===== src/hw/rtl/label_propagation_components_defines.svh =====
// Assertion macros shared by the label propagation RTL.
`ifndef LABEL_PROPAGATION_COMPONENTS_DEFINES_SVH
`define LABEL_PROPAGATION_COMPONENTS_DEFINES_SVH

`ifndef SYNTHESIS

// Same-cycle implication, sampled on clk and disabled while arst_n is low.
`define LPC_ASSERT_IMP(name, ant, cons) \
	name: assert property (@(posedge clk) disable iff (!arst_n) (ant) |-> (cons)) \
		else $error("lpc assertion failed");

// Next-cycle implication, sampled on clk and disabled while arst_n is low.
`define LPC_ASSERT_NXT(name, ant, cons) \
	name: assert property (@(posedge clk) disable iff (!arst_n) (ant) |=> (cons)) \
		else $error("lpc assertion failed");

`else

`define LPC_ASSERT_IMP(name, ant, cons)
`define LPC_ASSERT_NXT(name, ant, cons)

`endif

`endif


===== src/hw/rtl/lpc_pkg.sv =====
// Shared types and constants for the label propagation block.
`default_nettype none

package lpc_pkg;

	localparam int MAX_NODES_DEF = 1024;
	localparam int NODE_W = 10;
	localparam int LABEL_W = 10;
	localparam int COUNT_W = 11;
	localparam int CFG_W = 11;
	localparam int NODE_SPAN = 1 << NODE_W;
	localparam int PADDR_W = 3;
	localparam int PDATA_W = 32;

	localparam logic [CFG_W-1:0] NODE_COUNT_RST = 11'd1024;
	localparam logic [COUNT_W-1:0] COUNT_MAX = 11'd2047;

	// Register index, taken from the word address.
	localparam logic REG_NODE_COUNT = 1'b0;

	typedef enum logic [1:0] {
		ACT_INIT = 2'd0,
		ACT_EDGE = 2'd1,
		ACT_PASS = 2'd2
	} action_t;

	typedef enum logic [1:0] {
		SWP_CLEAR = 2'd0,
		SWP_INIT  = 2'd1,
		SWP_PASS  = 2'd2
	} sweep_kind_t;

	typedef struct packed {
		logic        accept;
		logic        sweep_en;
		sweep_kind_t sweep_kind;
		logic        load_out;
	} lpc_cmd_t;

	typedef struct packed {
		logic sweep_last;
	} lpc_status_t;

endpackage

`default_nettype wire


===== src/hw/rtl/lpc_ctrl.sv =====
// Controller state machine: item handshake, sweeps and result register valid.
`default_nettype none
`include "label_propagation_components_defines.svh"

module lpc_ctrl import lpc_pkg::*; (
	input  wire logic        clk,
	input  wire logic        arst_n,
	input  wire logic        in_valid,
	input  wire logic [1:0]  in_action,
	output logic             in_ready,
	output logic             out_valid,
	input  wire logic        out_ready,
	output lpc_cmd_t         cmd,
	input  wire lpc_status_t status
);

	typedef enum logic [2:0] {
		ST_CLEAR,
		ST_IDLE,
		ST_EDGE,
		ST_SWEEP,
		ST_DRAIN,
		ST_RESULT
	} state_t;

	state_t      state_q;
	sweep_kind_t kind_q;
	logic        out_valid_q;

	logic accept;
	logic out_free;

	assign in_ready  = state_q == ST_IDLE;
	assign accept    = in_valid && in_ready;
	assign out_free  = !out_valid_q || out_ready;
	assign out_valid = out_valid_q;

	assign cmd.accept     = accept;
	assign cmd.sweep_en   = (state_q == ST_CLEAR) || (state_q == ST_SWEEP);
	assign cmd.sweep_kind = kind_q;
	assign cmd.load_out   = ((state_q == ST_EDGE) || (state_q == ST_RESULT)) && out_free;

	always_ff @(posedge clk or negedge arst_n) begin
		if (!arst_n) begin
			state_q     <= ST_CLEAR;
			kind_q      <= SWP_CLEAR;
			out_valid_q <= 1'b0;
		end else begin
			if (cmd.load_out) begin
				out_valid_q <= 1'b1;
			end else if (out_ready) begin
				out_valid_q <= 1'b0;
			end
			unique case (state_q)
				ST_CLEAR: begin
					if (status.sweep_last) begin
						state_q <= ST_IDLE;
					end
				end
				ST_IDLE: begin
					if (accept) begin
						unique case (action_t'(in_action))
							ACT_INIT: begin
								kind_q  <= SWP_INIT;
								state_q <= ST_SWEEP;
							end
							ACT_PASS: begin
								kind_q  <= SWP_PASS;
								state_q <= ST_SWEEP;
							end
							default: begin
								state_q <= ST_EDGE;
							end
						endcase
					end
				end
				ST_EDGE: begin
					if (out_free) begin
						state_q <= ST_IDLE;
					end
				end
				ST_SWEEP: begin
					if (status.sweep_last) begin
						state_q <= (kind_q == SWP_PASS) ? ST_DRAIN : ST_RESULT;
					end
				end
				ST_DRAIN: begin
					state_q <= ST_RESULT;
				end
				ST_RESULT: begin
					if (out_free) begin
						state_q <= ST_IDLE;
					end
				end
				default: begin
					state_q <= ST_IDLE;
				end
			endcase
		end
	end

	// A result is never written over one that has not been taken.
	`LPC_ASSERT_IMP(a_no_overwrite, cmd.load_out, !out_valid_q || out_ready)
	// A loaded result is presented in the next cycle.
	`LPC_ASSERT_NXT(a_load_shows, cmd.load_out, out_valid_q)
	// A sweep stops after its last entry.
	`LPC_ASSERT_NXT(a_sweep_ends, cmd.sweep_en && status.sweep_last, !cmd.sweep_en)
	// No item is taken while a sweep runs.
	`LPC_ASSERT_IMP(a_no_accept_in_sweep, cmd.sweep_en, !accept)

endmodule

`default_nettype wire


===== config.mk =====
export PLATFORM = sky130hd
export DESIGN_NAME = lpc_ctrl
export DESIGN_NICKNAME = d
export VERILOG_FILES = /design/src/hw/rtl/lpc_pkg.sv /design/src/hw/rtl/lpc_ctrl.sv
export VERILOG_INCLUDE_DIRS = /design/src /design/src/hw/rtl
export SDC_FILE = /design/constraint.sdc
export NUM_CORES = 1
export LEC_CHECK = 0
export BUFFER_PORTS_ARGS = -buffer_cell sky130_fd_sc_hd__buf_4
export CORE_AREA = 2 2 39 41
export CTS_BUF_LIST = sky130_fd_sc_hd__clkbuf_8
export DETAILED_ROUTE_END_ITERATION = 10
export DIE_AREA = 0 0 41 43
export GPL_TIMING_DRIVEN = 0
export PLACE_DENSITY = 0.55
export RECOVER_POWER = 100
export SLEW_MARGIN = 5
export SYNTH_ARGS = -nofsm -noshare
export SYNTH_HDL_FRONTEND = slang
export SYNTH_SLANG_ARGS = --single-unit

===== constraint.sdc =====
create_clock -name clk -period 2.4 [get_ports clk]
set_clock_uncertainty 0.1 [all_clocks]
set_input_delay 0.12 -clock clk [delete_from_list [all_inputs] [get_ports clk]]
set_output_delay 0.12 -clock clk [all_outputs]
set_load 0.05 [all_outputs]

==> results of run 1 <==
==> stage by stage <==
stage / cell area (um^2) / cells / setup WS (ns)
after floorplan: 354 / 38 / 0.451
after global placement: 472 / 67 / 0.970
after detailed placement: 472 / 67 / 0.973
after CTS: 533 / 72 / 0.801
after global routing: 492 / 72 / 0.472
final: 492 / 72 / 0.539
==> kinds of logic (layout without fill, tap and decap cells) <==
group | count (synthesis) | count (layout) | synth area share (%)
compound gates | 6 | 6 | 11.7
buf+inv | 4 | 22 | 5.65
flops | 6 | 6 | 42.4
mux | 3 | 3 | 8.83
simple gates | 19 | 19 | 31.4
==> cell usage after synthesis (2+ instances only) <==
| master | instances |
|---|---|
| dfrtp_1 | 6 |
| o21ai_0 | 2 |
| mux2i_1 | 2 |
| inv_1 | 2 |
| nand2_1 | 4 |
| nor2b_1 | 4 |
| nand2b_1 | 2 |
| nor2_1 | 4 |
==> worst min-delay path: stages <==
cell	delay (ns)
buf_4	0.08
nand2b_1	0.11
nand2_1	0.05
==> registers in the layout, indices dropped and copies added, names as in the netlist <==
signal	flops
out_valid	1
state_q	3
kind_q	2
==> routing by layer <==
layer / up-vias / GRT usage (%) / wire length, um
met2: 7 / 12.5 / 355
met3: 0 / 1.57 / 33
met5: - / 0 / 0
met1: 149 / 12.2 / 325
li1: 164 / - / -
met4: 0 / 10.0 / 0
==> cell type report <==
class / count / area [um^2]
fill: 152 / 892
sequential: 6 / 150
clock buffer: 3 / 41.3
buffer: 2 / 11.3
multi-input combinational: 28 / 170
timing repair buffer: 15 / 91.3
inverter: 2 / 7.51
tap: 16 / 20.0
==> worst paths after layout <==
path                                        start                     end  slack, ns
max reg2reg                state_q[2]$_DFFE_PN0P_   kind_q[1]$_DFFE_PN0P_       0.86
max in group asynchronous                  arst_n   out_valid$_DFFE_PN0P_       1.75
max                        state_q[1]$_DFFE_PN0P_                  cmd[3]       0.54
min                                     out_ready   out_valid$_DFFE_PN0P_       0.09
min in group asynchronous                  arst_n   kind_q[0]$_DFFE_PN0P_       0.21
min reg2reg                state_q[2]$_DFFE_PN0P_  state_q[1]$_DFFE_PN0P_       0.40
==> cells in the final DEF, fill, tap and decap left out, types with 2 or more instances in the layout <==
cell / n
buf_4: 7
clkbuf_1: 8
clkbuf_8: 3
dfrtp_1: 6
dlygate4sd3_1: 2
inv_1: 2
mux2i_1: 2
nand2_1: 4
nand2b_1: 3
nor2_1: 4
nor2b_1: 4
nor3_1: 2
o21ai_0: 2
==> repair_timing <==
| item | 4_1_cts | 5_1_grt |
|---|---|---|
| buffers inserted | 0 | 0 |
| hold buffers | 2 | 0 |
| hold endpoints to repair | 7 | 0 |
==> metrics, run 1 <==
status=completed; Unique masters post-synth=20; TNS Setup=0 ns; crit-path max FO=10; DRC violations left=0; area fraction of the dominant cell type after synthesis=a little over two fifths; WS Path Type=reg2out; # resized after CTS=0; crit path DAT=approximately 1.6 ns; number of H-tree levels=1; Syn Inst Count=38; Placer Congestion=0.687; die area=~1800 um^2; unrepaired setup endpoints after global routing=no; Die Y=between 40 and 50 um; path depth of the worst reg2reg path=3; startpoint types=flip-flop; Die Span X=between 40 and 50 um; Routed Wire Length=just over 700 um; relative slew slack=roughly 61%; vias after detailed routing=320; setup violation total in the final timing report=0; Max Cap Viol=0; Yosys top cell by area=dfrtp_1; Avg WL per Cell=9.92 um; hold_ws=between 0.09 and 0.1 ns; CP top delay family=buffers and inverters; Synth Net Count=45; port buffer count=13; CTS tree=yes; most frequent cell on the critical path=clkbuf_1; Slew Viols, Final=0; slew at the pin closest to its max-slew limit=0.595 ns; Hold Path Stages=3; CORE AREA=approximately 1400 um^2; I/O Pins=14; gr usage total=9.61%; Avg Inst Size Synth=approximately 9.3 um^2; hold crit path type=in2reg; Area Overhead vs Synth=38.9%; EDFF count, synth=0; Diodes inserted=0; CP Buf/Inv Count=2; Clock Sinks=6; top cells by area, synth=dfrtp_1 (42%), nor2b_1 (7.1%), mux2i_1 (5.7%), nor3_4 (4.6%), nand2_1 (4.2%); CP Data Required Time=about 2.2 ns; Vias per Instance=between 4 and 5; largest net degree at the start of global routing=11; register area share after synthesis=a little over two fifths; Initial Utilization=25.6%; Async SR Flop Fraction=100%; Crit-path slowest cell=clkbuf_1; DRT Pass-1 Iters=4; FMAX=about 540 MHz; GRT Residual Overflow=0; Worst-path clk slew=approximately 0.030 ns; CTS Buffer Depth=2; utilization after layout=a little over a third; number of nets in the layout=65; Final HPWL DP=about 550 um; minimum clock period=1.86 ns; ys flop type=dfrtp_1; first-pass GRT wire length=between 1000 and 1500 um; total CTS buffers=3; critical-path cell list=clkbuf_1 > and2b_1 > nor3_1 > clkbuf_1; Final Hold Fails=0; Detail Route Antenna Nets=0; Crit. End Element=output port; initial antenna violation count=0; Iteration-0 DRC Markers=11; synthesis-stage register bit count=6; Worst-Skew Late Latency=~0.22 ns; vias in the first global route=276; layout cells sized above 1=~18%; Worst path depth=4; Clock Tree Root=clkbuf_8; Final Cycle Share=77.5%; Row Count=14; Synth Warn #=0; synthesized area=between 300 and 400 um^2; Worst path max stage delay=0.48 ns
Power of run 1 is not shown: default switching activity piles up to over one toggle a cycle in this logic, so the estimate is an artifact.
==> run 2: changes to the inputs <==
PLACE_DENSITY = 0.57   (was 0.55)
clock period = 1.6 ns   (was 2.4 ns; I/O delays follow)
==> run 2 against run 1 <==
  * Core utilization grew 2.6 points
  * Cell area grew 7.4%
  * Sequential cell count is the same
  * Setup slack lost 0.46 ns
  * Critical path depth is the same
  * Sequential share of layout area shrank 1.6 points
==> metrics, run 2 (synthesized netlist as in run 1, its figures left out) <==
status=completed (unchanged); I/O Pins=14 (unchanged); GRT Residual Overflow=0 (unchanged); register area=153 um^2 (was 150 um^2); Worst-Skew Late Latency=0.22 ns (about the same); Area Overhead vs Synth=49.1% (was 38.9%); Clock Sinks=6 (unchanged); number of H-tree levels=1 (unchanged); vias after detailed routing=313 (was 320); first-pass GRT wire length=1130 um (was 1100 um); Largest Register=state_q (unchanged); number of nets in the layout=65 (unchanged); Max Cap Viol=0 (unchanged); CP Data Required Time=1.42 ns (was 2.18 ns); Die Span X=41 um (unchanged); Final HPWL DP=570 um (was 553 um); startpoint types=flip-flop (unchanged); CP top delay family=flip-flops (was buffers and inverters); Die Y=43 um (unchanged); slew at the pin closest to its max-slew limit=0.601 ns (was 0.595 ns); crit path DAT=1.34 ns (was 1.64 ns); Avg WL per Cell=9.67 um (was 9.92 um); gr usage total=9.85% (was 9.61%); Vias per Instance=4.35 (was 4.44); Worst-path clk slew=0.03 ns (about the same); most frequent cells in the layout=buf_4 (7), nor2b_1 (4), nand2_1 (4), clkbuf_1 (4), dfrtp_1 (4) (was clkbuf_1 (8), buf_4 (7), dfrtp_1 (6)); critical-path cell list=and2b_2 > mux2i_2 > nor2_2 > buf_4 (was clkbuf_1 > and2b_1 > nor3_1 > clkbuf_1); Crit. End Element=output port (unchanged); layout cells sized above 1=37.5% (was 17.9%); die area=1760 um^2 (unchanged); setup violation total in the final timing report=0 (unchanged); port buffer count=13 (unchanged); CORE AREA=1380 um^2 (unchanged); Slew Viols, Final=0 (unchanged); crit-path max FO=10 (unchanged); Crit-path slowest cell=dfrtp_2 (was clkbuf_1); minimum clock period=1.52 ns; Routed Wire Length=696 um (was 714 um); Final Hold Fails=0 (unchanged); TNS Setup=0 ns (unchanged); relative slew slack=60.1% (was 60.5%); unrepaired setup endpoints after global routing=no (unchanged); Layout fillers=147 (was 152); hold crit path type=in2reg (unchanged); Final Cycle Share=between 90% and 100%; CTS tree=yes (unchanged); Diodes inserted=0 (unchanged); commonest non-fill, non-tap cell in the layout=buf_4 (was clkbuf_1); Row Count=14 (unchanged); DRT Pass-1 Iters=2 (was 4); CTS Buffer Depth=2 (unchanged); Placer Congestion=0.654 (was 0.687); initial antenna violation count=0 (unchanged); FMAX=about 660 MHz; multi-input logic area=194 um^2 (was 170 um^2); largest net degree at the start of global routing=11 (unchanged); Worst path max stage delay=0.45 ns (was 0.48 ns); total CTS buffers=3 (unchanged); Iteration-0 DRC Markers=3 (was 11); Clock Tree Root=clkbuf_8 (unchanged); DRC violations left=0 (unchanged); CP Buf/Inv Count=1 (was 2); max FFs per register=3 (unchanged); Detail Route Antenna Nets=0 (unchanged); WS Path Type=reg2out (unchanged); vias in the first global route=300 (was 276); Initial Utilization=25.6% (unchanged)
==> run 2: area by class of cell <==
cell class                      count  area share [%]
Inverter                            2            1.42
Timing Repair Buffer               16            19.9
Sequential cell                     6            28.9
Tap cell                           16            3.79
Buffer                              1            1.42
Clock buffer                        3            7.82
Multi-Input combinational cell     28            36.7
==> run 2: path summary, 6_finish.rpt <==
check                                        from                     end  slack [ns]  cells after the start
setup / recovery           state_q[1]$_DFFE_PN0P_                  cmd[0]        0.08                      4
hold / removal                          out_ready   out_valid$_DFFE_PN0P_        0.05                      3
hold reg to reg             out_valid$_DFFE_PN0P_   out_valid$_DFFE_PN0P_        0.41                      2
max in group asynchronous                  arst_n  state_q[1]$_DFFE_PN0P_        0.99                      2
setup reg to reg           state_q[2]$_DFFE_PN0P_   kind_q[1]$_DFFE_PN0P_        0.14                      3
min in group asynchronous                  arst_n   out_valid$_DFFE_PN0P_        0.16                      2
==> run 2: worst register-to-register path, cell delays in order (launching register included) <==
cell	delay, ns
dfrtp_1	0.42
nand2b_1	0.25
nor3_4	0.23
mux2_1	0.34
==> run 2: what timing repair did <==
action	4_1_cts	5_1_grt
buffers inserted	0	1
hold buffers	2	0
gates resized for setup	0	4
setup endpoints to repair	0	1
hold endpoints to repair	8	0
==> run 2: stage by stage <==
stage	utilization, %	hold slack [ns]	instances	setup WS [ns]	instance area (um^2)
floorplan	-	-0.316	38	0.0814	362
finish	38.2	0.0524	72	0.0760	528
global route	38.2	0.0661	72	0.00831	528
detailed placement	34.6	-0.211	67	0.164	479
global placement	34.6	-0.212	67	0.171	479
CTS	39.1	0.0506	72	0.00588	541
==> run 2: metal layers <==
layer | track usage [%] | vias up | routed length (um)
li1 | - | 167 | -
met1 | 12.7 | 138 | 326
met2 | 12.8 | 8 | 324
met3 | 1.57 | 0 | 45
met4 | 10.0 | 0 | 0
met5 | 0 | - | 0
Power of run 2 is left out for the same reason.
==> run 3: changes to the inputs <==
CELL_PAD_IN_SITES_DETAIL_PLACEMENT = 0   (was default)
CELL_PAD_IN_SITES_GLOBAL_PLACEMENT = 1   (was default)
PLACE_DENSITY = 0.71   (was 0.57)
==> run 3 against run 2 <==
  * Cell area increased by 2.6%
  * Maximum frequency fell by 2.9%
  * Via count rose by 4.2%
  * Core utilization is 0.99 points higher
  * Worst hold slack got worse by 0.011 ns
  * Setup slack worse by 0.045 ns
  * Critical path type unchanged
  * Critical endpoint unchanged
  * Largest cell class unchanged
==> metrics, run 3 (synthesized netlist as in run 1, its figures left out) <==
status=completed (unchanged); Hold Startpoint=out_ready (unchanged); Diodes inserted=0 (unchanged); DRT Pass-1 Iters=2 (unchanged); Final Instance Area=542 um^2 (was 528 um^2); I/O Pins=14 (unchanged); worst r2r src=state_q[2]$_DFFE_PN0P_ (unchanged); Placer Congestion=0.663 (was 0.654); Worst-path clk slew=0.04 ns (was 0.03 ns); max FFs per register=3 (unchanged); CORE AREA=1380 um^2 (unchanged); slew at the pin closest to its max-slew limit=0.592 ns (was 0.601 ns); CTS tree=yes (unchanged); port buffer count=13 (unchanged); crit-path max FO=10 (unchanged); Die Y=43 um (unchanged); Clock Tree Root=clkbuf_8 (unchanged); Iteration-0 DRC Markers=3 (unchanged); crit path DAT=1.39 ns (was 1.34 ns); commonest non-fill, non-tap cell in the layout=buf_4 (unchanged); Final HPWL DP=563 um (was 570 um); hold crit path type=in2reg (unchanged); GRT Residual Overflow=0 (unchanged); die area=1760 um^2 (unchanged); initial antenna violation count=0 (unchanged); WS Path Type=reg2out (unchanged); first-pass GRT wire length=1230 um (was 1130 um); Max Cap Viol=0 (unchanged); Vias per Instance=4.47 (was 4.35); FMAX=637 MHz (was 656 MHz); number of H-tree levels=1 (unchanged); setup violation total in the final timing report=0 (unchanged); vias after detailed routing=326 (was 313); Final Hold Fails=0 (unchanged); Crit. End Element=output port (unchanged); DRC violations left=0 (unchanged); Final Cycle Share=98.0% (was 95.2%); total CTS buffers=3 (unchanged); number of nets in the layout=66 (was 65); Row Count=14 (unchanged); Largest Register=state_q (unchanged); Worst-Skew Late Latency=0.22 ns (about the same); Setup WS post-layout=0.0313 ns (was 0.0760 ns); Post-Place Cell Area=479 um^2 (unchanged); Die Span X=41 um (unchanged); pre-CTS setup slack=0.174 ns (was 0.164 ns); CP Data Required Time=1.42 ns (about the same); largest net degree at the start of global routing=11 (unchanged); Initial Utilization=25.6% (unchanged); Avg WL per Cell=10.3 um (was 9.67 um); TNS Setup=0 ns (unchanged); vias in the first global route=306 (was 300); Detail Route Antenna Nets=0 (unchanged); Routed Wire Length=752 um (was 696 um); gr usage total=10.8% (was 9.85%); Layout fillers=153 (was 147); Clock Sinks=6 (unchanged); Slew Viols, Final=0 (unchanged); CTS Buffer Depth=2 (unchanged); Area Overhead vs Synth=53.0% (was 49.1%); Crit. Startpoint=state_q[1]$_DFFE_PN0P_ (unchanged); layout cells sized above 1=35.1% (was 37.5%); minimum clock period=1.57 ns (was 1.52 ns); most frequent cells in the layout=buf_4 (11), dfrtp_1 (6), nor2b_1 (4), nand2_1 (4), clkbuf_1 (4) (was buf_4 (7), nor2b_1 (4), nand2_1 (4), clkbuf_1 (4), dfrtp_1 (4)); startpoint types=flip-flop (unchanged); relative slew slack=60.7% (was 60.1%)
-- run 3: cell count changes in the layout (fill, tap and decap cells not counted) --
cell | previous run | this run
buf_4 | 7 | 11
clkbuf_2 | 2 | 0
clkbuf_4 | 2 | 0
dfrtp_1 | 4 | 6
dfrtp_2 | 2 | 0
buf_6 | 0 | 1
-- run 3: layout make-up --
class	instances	area, um^2	area share, %
Timing Repair Buffer	16	114	21.0
Multi-Input combinational cell	28	194	35.8
Clock buffer	3	41.3	7.62
Buffer	2	15.0	2.77
Tap cell	16	20.0	3.70
Sequential cell	6	150	27.7
Inverter	2	7.51	1.39
-- run 3: timing repair --
action                                  in CTS  in global routing
endpoints found under the setup margin       1                  1
hold buffers                                 2                  0
gates resized for setup                      1                  4
hold endpoints to repair                     8                  0
setup buffers                                0                  1
-- run 3: final timing paths --
path                                               end  slack [ns]  cells past startpoint
worst min register to register   out_valid$_DFFE_PN0P_        0.41                      2
min in group asynchronous       state_q[0]$_DFFE_PN0P_        0.16                      2
worst min-delay path             out_valid$_DFFE_PN0P_        0.04                      3
max in group asynchronous       state_q[1]$_DFFE_PN0P_        1.00                      2
worst max-delay path                            cmd[0]        0.03                      5
worst max register to register   kind_q[1]$_DFFE_PN0P_        0.14                      3
-- run 3: routing by layer --
metal | wire, um | up-vias | track usage [%]
li1 | - | 169 | -
met1 | 332 | 150 | 12.9
met4 | 6 | 0 | 10.0
met5 | 0 | - | 0
met3 | 25 | 2 | 3.14
met2 | 388 | 5 | 14.7
-- run 3: critical path, cell delays in order, from the launching register on --
cell and delay (ns):
dfrtp_1 0.37, buf_4 0.17, and2b_2 0.22, mux2i_2 0.20, nor2_2 0.05, buf_6 0.15
-- run 3: metrics by stage --
step                std cells  hold WS (ns)  util (%)
floorplan                  38        -0.316         -
global placement           67        -0.210      34.6
detailed placement         67        -0.209      34.6
CTS                        72        0.0468      39.3
global route               73        0.0588      39.2
finish                     73        0.0416      39.2
Power of run 3 is left out for the same reason.
